File: src/rtl/sbot_pkg.sv
// ----------------------------------------------------------------------------
// sbot_pkg: shared types and constants
// constants, stage enables and axis tables for the segment/box overlap test
// ----------------------------------------------------------------------------
`default_nettype none

package sbot_pkg;

	localparam int unsigned COORD_BITS_DEF = 24;
	localparam int unsigned EPS_W          = 8;
	localparam logic [EPS_W-1:0] EPS_RESET = 8'd1;
	localparam int unsigned NUM_AXES       = 3;
	localparam int unsigned NUM_FIELDS     = 12;

	// cross axis k = d x unit(k) uses components a and b
	localparam int unsigned AX_A [NUM_AXES] = '{1, 2, 0};
	localparam int unsigned AX_B [NUM_AXES] = '{2, 0, 1};

	// load enables of the five pipeline registers
	typedef struct packed {
		logic s1;
		logic s2;
		logic s3;
		logic s4;
		logic s5;
	} stage_en_t;

endpackage

`default_nettype wire

File: src/rtl/sbot_prep.sv
// ----------------------------------------------------------------------------
// sbot_prep: setup and box axis tests
// forms doubled extents, direction and midpoint offset, then tests box axes
// ----------------------------------------------------------------------------
`default_nettype none

module sbot_prep #(
	parameter int unsigned COORD_BITS = sbot_pkg::COORD_BITS_DEF
) (
	input  wire                                    clk,
	input  wire sbot_pkg::stage_en_t               en,
	input  wire [2:0][COORD_BITS-1:0]              seg_start,
	input  wire [2:0][COORD_BITS-1:0]              seg_end,
	input  wire [2:0][COORD_BITS-1:0]              box_min,
	input  wire [2:0][COORD_BITS-1:0]              box_max,
	input  wire [sbot_pkg::EPS_W-1:0]              eps,
	output logic signed [COORD_BITS+1:0]           m_s2 [3],
	output logic signed [COORD_BITS:0]             d_s2 [3],
	output logic signed [COORD_BITS:0]             e_s2 [3],
	output logic [COORD_BITS:0]                    ade_s2 [3],
	output logic                                   box_hit_s2
);
	import sbot_pkg::*;

	localparam int unsigned N = COORD_BITS;

	logic signed [N+1:0] m_c [3];
	logic signed [N:0]   d_c [3];
	logic signed [N:0]   e_c [3];
	logic signed [N+1:0] m_s1 [3];
	logic signed [N:0]   d_s1 [3];
	logic signed [N:0]   e_s1 [3];

	logic [N+1:0]        am [3];
	logic [N:0]          ad [3];
	logic signed [N+2:0] reach [3];
	logic [2:0]          sep;

	always_comb begin
		for (int i = 0; i < 3; i++) begin
			e_c[i] = $signed({box_max[i][N-1], box_max[i]})
				- $signed({box_min[i][N-1], box_min[i]});
			d_c[i] = $signed({seg_end[i][N-1], seg_end[i]})
				- $signed({seg_start[i][N-1], seg_start[i]});
			m_c[i] = $signed({{2{seg_start[i][N-1]}}, seg_start[i]})
				+ $signed({{2{seg_end[i][N-1]}}, seg_end[i]})
				- $signed({{2{box_min[i][N-1]}}, box_min[i]})
				- $signed({{2{box_max[i][N-1]}}, box_max[i]});
		end
	end

	always_ff @(posedge clk) begin
		if (en.s1) begin
			m_s1 <= m_c;
			d_s1 <= d_c;
			e_s1 <= e_c;
		end
	end

	// box axes: |m| > e + |d| separates
	always_comb begin
		for (int i = 0; i < 3; i++) begin
			am[i]    = m_s1[i][N+1] ? (N+2)'(0) - m_s1[i] : m_s1[i];
			ad[i]    = d_s1[i][N] ? (N+1)'(0) - d_s1[i] : d_s1[i];
			reach[i] = $signed({{2{e_s1[i][N]}}, e_s1[i]}) + $signed({2'b00, ad[i]});
			sep[i]   = $signed({1'b0, am[i]}) > reach[i];
		end
	end

	always_ff @(posedge clk) begin
		if (en.s2) begin
			m_s2       <= m_s1;
			d_s2       <= d_s1;
			e_s2       <= e_s1;
			box_hit_s2 <= ~|sep;
			for (int i = 0; i < 3; i++) begin
				ade_s2[i] <= ad[i] + {{(N+1-EPS_W){1'b0}}, eps};
			end
		end
	end

endmodule

`default_nettype wire

File: config.mk
export PLATFORM = sky130hd
export DESIGN_NAME = sbot_prep
export DESIGN_NICKNAME = d
export VERILOG_FILES = /design/src/rtl/sbot_pkg.sv /design/src/rtl/sbot_prep.sv
export SDC_FILE = /design/constraint.sdc
export NUM_CORES = 2
export LEC_CHECK = 0
export BUFFER_PORTS_ARGS = -buffer_cell sky130_fd_sc_hd__buf_2
export CAP_MARGIN = 15
export CELL_PAD_IN_SITES_DETAIL_PLACEMENT = 1
export CELL_PAD_IN_SITES_GLOBAL_PLACEMENT = 1
export CORE_AREA = 2 2 346 348
export CTS_CLUSTER_DIAMETER = 120
export DETAILED_ROUTE_END_ITERATION = 7
export DIE_AREA = 0 0 348 350
export GPL_ROUTABILITY_DRIVEN = 0
export PLACE_DENSITY_LB_ADDON = 0.2
export SLEW_MARGIN = 30
export SYNTH_ARGS = -nofsm -noshare
export SYNTH_HDL_FRONTEND = slang
export SYNTH_SLANG_ARGS = --single-unit
File: constraint.sdc
create_clock -name clk -period 5.5 [get_ports clk]
set_input_delay 0.275 -clock clk [delete_from_list [all_inputs] [get_ports clk]]
set_output_delay 0.275 -clock clk [all_outputs]
set_load 0.01 [all_outputs]
==> flow_summary.json <==
{
  "status": "finished clean",
  "core_mm2": 0.118,
  "cp_max_fo": 7,
  "grt_util_met2_pct": 37.6,
  "cts_buffers": 68,
  "power_frac_clock_pct": 21.1,
  "gr-usage-all-layers_pct": 22.2,
  "final_cell_mix": "buf_2, edfxtp_1, ha_1",
  "rsz0062_at_grt": "true",
  "powerDensity_mw_per_mm2": 451,
  "post_dp_cell_area_mm2": 0.0467,
  "worstHoldEndpoint": "m_s1[0]",
  "drive_gt1_share_pct": 19.6,
  "worst_slew_margin_rel_pct": 39.8,
  "path_clk_slew_ns": 0.06,
  "synth_edf_count": 532,
  "h-tree-depth": 3,
  "hold_path.startpoint": "seg_start[49]",
  "grt_pass1_wl_mm": 204,
  "clock_latency_ns": 0.64,
  "vias": 31974,
  "grt_start_max_net_pins": 99,
  "hold_ws_ns": 0.0634,
  "mostFrequentLayoutCell": "buf_2",
  "min_period_ns": 5.44,
  "grt_pass1_vias": 33172,
  "grtUsageMet3_pct": 2.74,
  "p_seq_share_pct": 30.8,
  "ys_async_sr_fraction_pct": 0,
  "fp.dieW_um": 348,
  "clockBufferDepth": 3,
  "required_ns": 5.97,
  "hold_path.class": "in -> reg",
  "wl_mm": 138,
  "finClkSkew_ns": 0.0253,
  "firstDrtPassIters": 7,
  "comb_power_share_pct": 48.1,
  "use_met1_pct": 29.7,
  "die_h_um": 350,
  "fin_cells": 6158,
  "switching_share_pct": 40.5,
  "fin_area_mm2": 0.0494,
  "fp-row-count": 126,
  "cts_tree": "built",
  "via_per_inst": 5.19,
  "r2r_cells": 21,
  "p_leak_nw": 21.5,
  "area.sequential_mm2": 0.0160,
  "dp_cells": 6014,
  "tightest_slew_ns": 0.900,
  "synth_area_mm2": 0.0411,
  "power_switching_mw": 9.03,
  "drt-initial-drc-count": 1713,
  "timing.rr.end": "box_hit_s2",
  "synth_warnings": 0,
  "hpwl_mm": 115,
  "finalCritPeriodShare_pct": 98.8,
  "worstSetupPathType": "reg -> reg",
  "wl_per_cell_um": 22.4,
  "syn_to_final_growth_pct": 20.2,
  "ys_seq_elements": 532,
  "whs_path_depth": 2,
  "clockRootBuffer": "clkbuf_16",
  "multi_input_area_mm2": 0.0238,
  "antenna_found_initial": 12,
  "top_usage_layer": "met2",
  "syn_nets": 4756,
  "syn_inst": 3810,
  "r2r_start": "d_s1[55]",
  "setup_slack_ns": 0.0638,
  "cp.arrival_ns": 5.91,
  "endpoint_kind": "flop",
  "fp.dieArea_mm2": 0.122,
  "place_ws_ns": -0.244,
  "power.internal_mw": 13.3,
  "start_kind": "flop",
  "synth_cell_type_count": 92,
  "avgSynthCellArea_um2": 10.8,
  "final_nets": 5513,
  "fmax_ghz": 0.184,
  "hold_viol": 0,
  "drc": 0,
  "setup_viol": 0,
  "clkSinkCount": 532,
  "postRouteAntennaNets": 0,
  "drv_slew": 0,
  "ys.flop_type": "edfxtp_1",
  "fillers": 13186,
  "drv_cap": 0,
  "start_util_pct": 34.9,
  "portBuffers": 602,
  "gr-total-overflow": 0,
  "utilization_pct": 41.9,
  "synth_seq_area_share_pct": 38.9,
  "pin_count": 606,
  "peakVddDrop_mv": 0.217,
  "r2r_setup_slack_ns": 0.06
}
[power groups by stage]
stage	Clock (mW)	Combinational (mW)	Sequential, mW
4_1_cts	4.85	10.6	6.89
6_report	4.71	10.7	6.87
3_3_place_gp	0	10.3	6.94
5_1_grt	4.97	12.0	6.96
3_5_place_dp	0	10.5	6.95
2_1_floorplan	0	6.97	6.58
[area by class of cell]
| class | count | share of cell area [%] |
|---|---|---|
| multi-input cells | 2849 | 48.1 |
| diodes | 2 | 0.0101 |
| well taps | 1536 | 3.89 |
| inverters | 404 | 3.07 |
| clock inverters | 48 | 1.16 |
| flip-flops and latches | 532 | 32.3 |
| repair buffers | 712 | 7.90 |
| clock buffers | 75 | 3.54 |
[worst max path at each step]
stage | cells past startpoint | endpoint | slack (ns) | start
3_5_place_dp | 22 | box_hit_s2 | -0.24 | d_s1[55]
3_3_place_gp | 22 | box_hit_s2 | -0.13 | d_s1[54]
2_1_floorplan | 22 | box_hit_s2 | 0.21 | d_s1[54]
5_1_grt | 23 | box_hit_s2 | -0.18 | d_s1[51]
4_1_cts | 21 | box_hit_s2 | 0.002 | d_s1[55]
6_report | 21 | box_hit_s2 | 0.06 | d_s1[55]
[registers in the layout, summed over array words and instances, names as in the netlist]
name,cells
m_s1,78
m_s2,78
ade_s2,75
d_s1,75
d_s2,75
e_s1,75
e_s2,75
box_hit_s2,1
[critical path, stage by stage, from the launching register on]
cell and delay (ns):
edfxtp_1 0.41, or4_4 0.55, buf_4 0.19, or4_4 0.46
o21ai_4 0.16, xnor2_2 0.09, ha_2 0.19, a21o_1 0.19
or3_1 0.30, o31a_1 0.29, a221o_1 0.40, xnor2_1 0.15
ha_1 0.31, a21o_1 0.17, a21o_1 0.17, a21o_1 0.18
a21oi_2 0.14, o21ai_2 0.08, a2111oi_2 0.32, a21o_1 0.24
nand4_1 0.12, nor3_2 0.16
[synthesized netlist by cell type, drive strengths merged (19+ instances only)]
cell type  number  area share, %
o31ai          43           0.80
nor2b          46           0.70
edfxtp        532             39
o21ai         170            2.1
clkbuf         19           0.17
a211oi         25           0.46
xnor2         325            7.0
o211ai         24           0.44
and3           27           0.41
o41ai          21           0.50
nand2b         58           0.90
xor2          121            2.6
nor2          213            1.9
o21bai         41           0.75
nand4          35           0.53
inv           404            3.7
or3            40           0.62
and2           19           0.29
fa            159            7.7
nor3           82            1.0
nor4           25           0.52
a21oi         254            3.1
nand2         179            1.6
ha            485             15
a21o          106            1.9
a31oi          35           0.53
or4            22           0.44
nand3          60           0.73
o21a           48           0.88
[metal layers]
layer | routed length (um) | vias to the layer above
met5 | 0 | -
met4 | 3480 | 0
met3 | 6290 | 157
met2 | 65800 | 740
met1 | 62500 | 15855
li1 | - | 15222
[through the flow]
stage	setup TNS (ns)	power, mW
6_report	0	22.3
5_1_grt	-0.182	23.9
4_1_cts	0	22.4
3_5_place_dp	-0.244	17.4
3_3_place_gp	-0.132	17.2
2_1_floorplan	0	13.6
[cell families (layout without fill, tap and decap cells)]
kind of cell | count (synthesis) | in the layout | synth area share [%]
DFF | 532 | 532 | 38.9
muxes | 5 | 5 | 0.128
adders and majority gates | 644 | 644 | 22.5
buffers and inverters | 429 | 1239 | 3.94
xor gates and xnor gates | 446 | 446 | 9.54
other | 0 | 2 | 0
and+or+nand+nor | 854 | 854 | 10.7
AOI/OAI and AO/OA | 900 | 900 | 14.4
[timing repair]
| item | in CTS | in global routing |
|---|---|---|
| hold endpoints to repair | 4 | 0 |
| pin swaps | 4 | 21 |
| cloned | 0 | 0 |
| endpoints found under the setup margin | 1 | 1 |
| buffers inserted | 1 | 15 |
| gates resized for setup | 16 | 40 |
| hold buffers | 3 | 0 |
No activity file was read; power rests on OpenSTA's default activity.
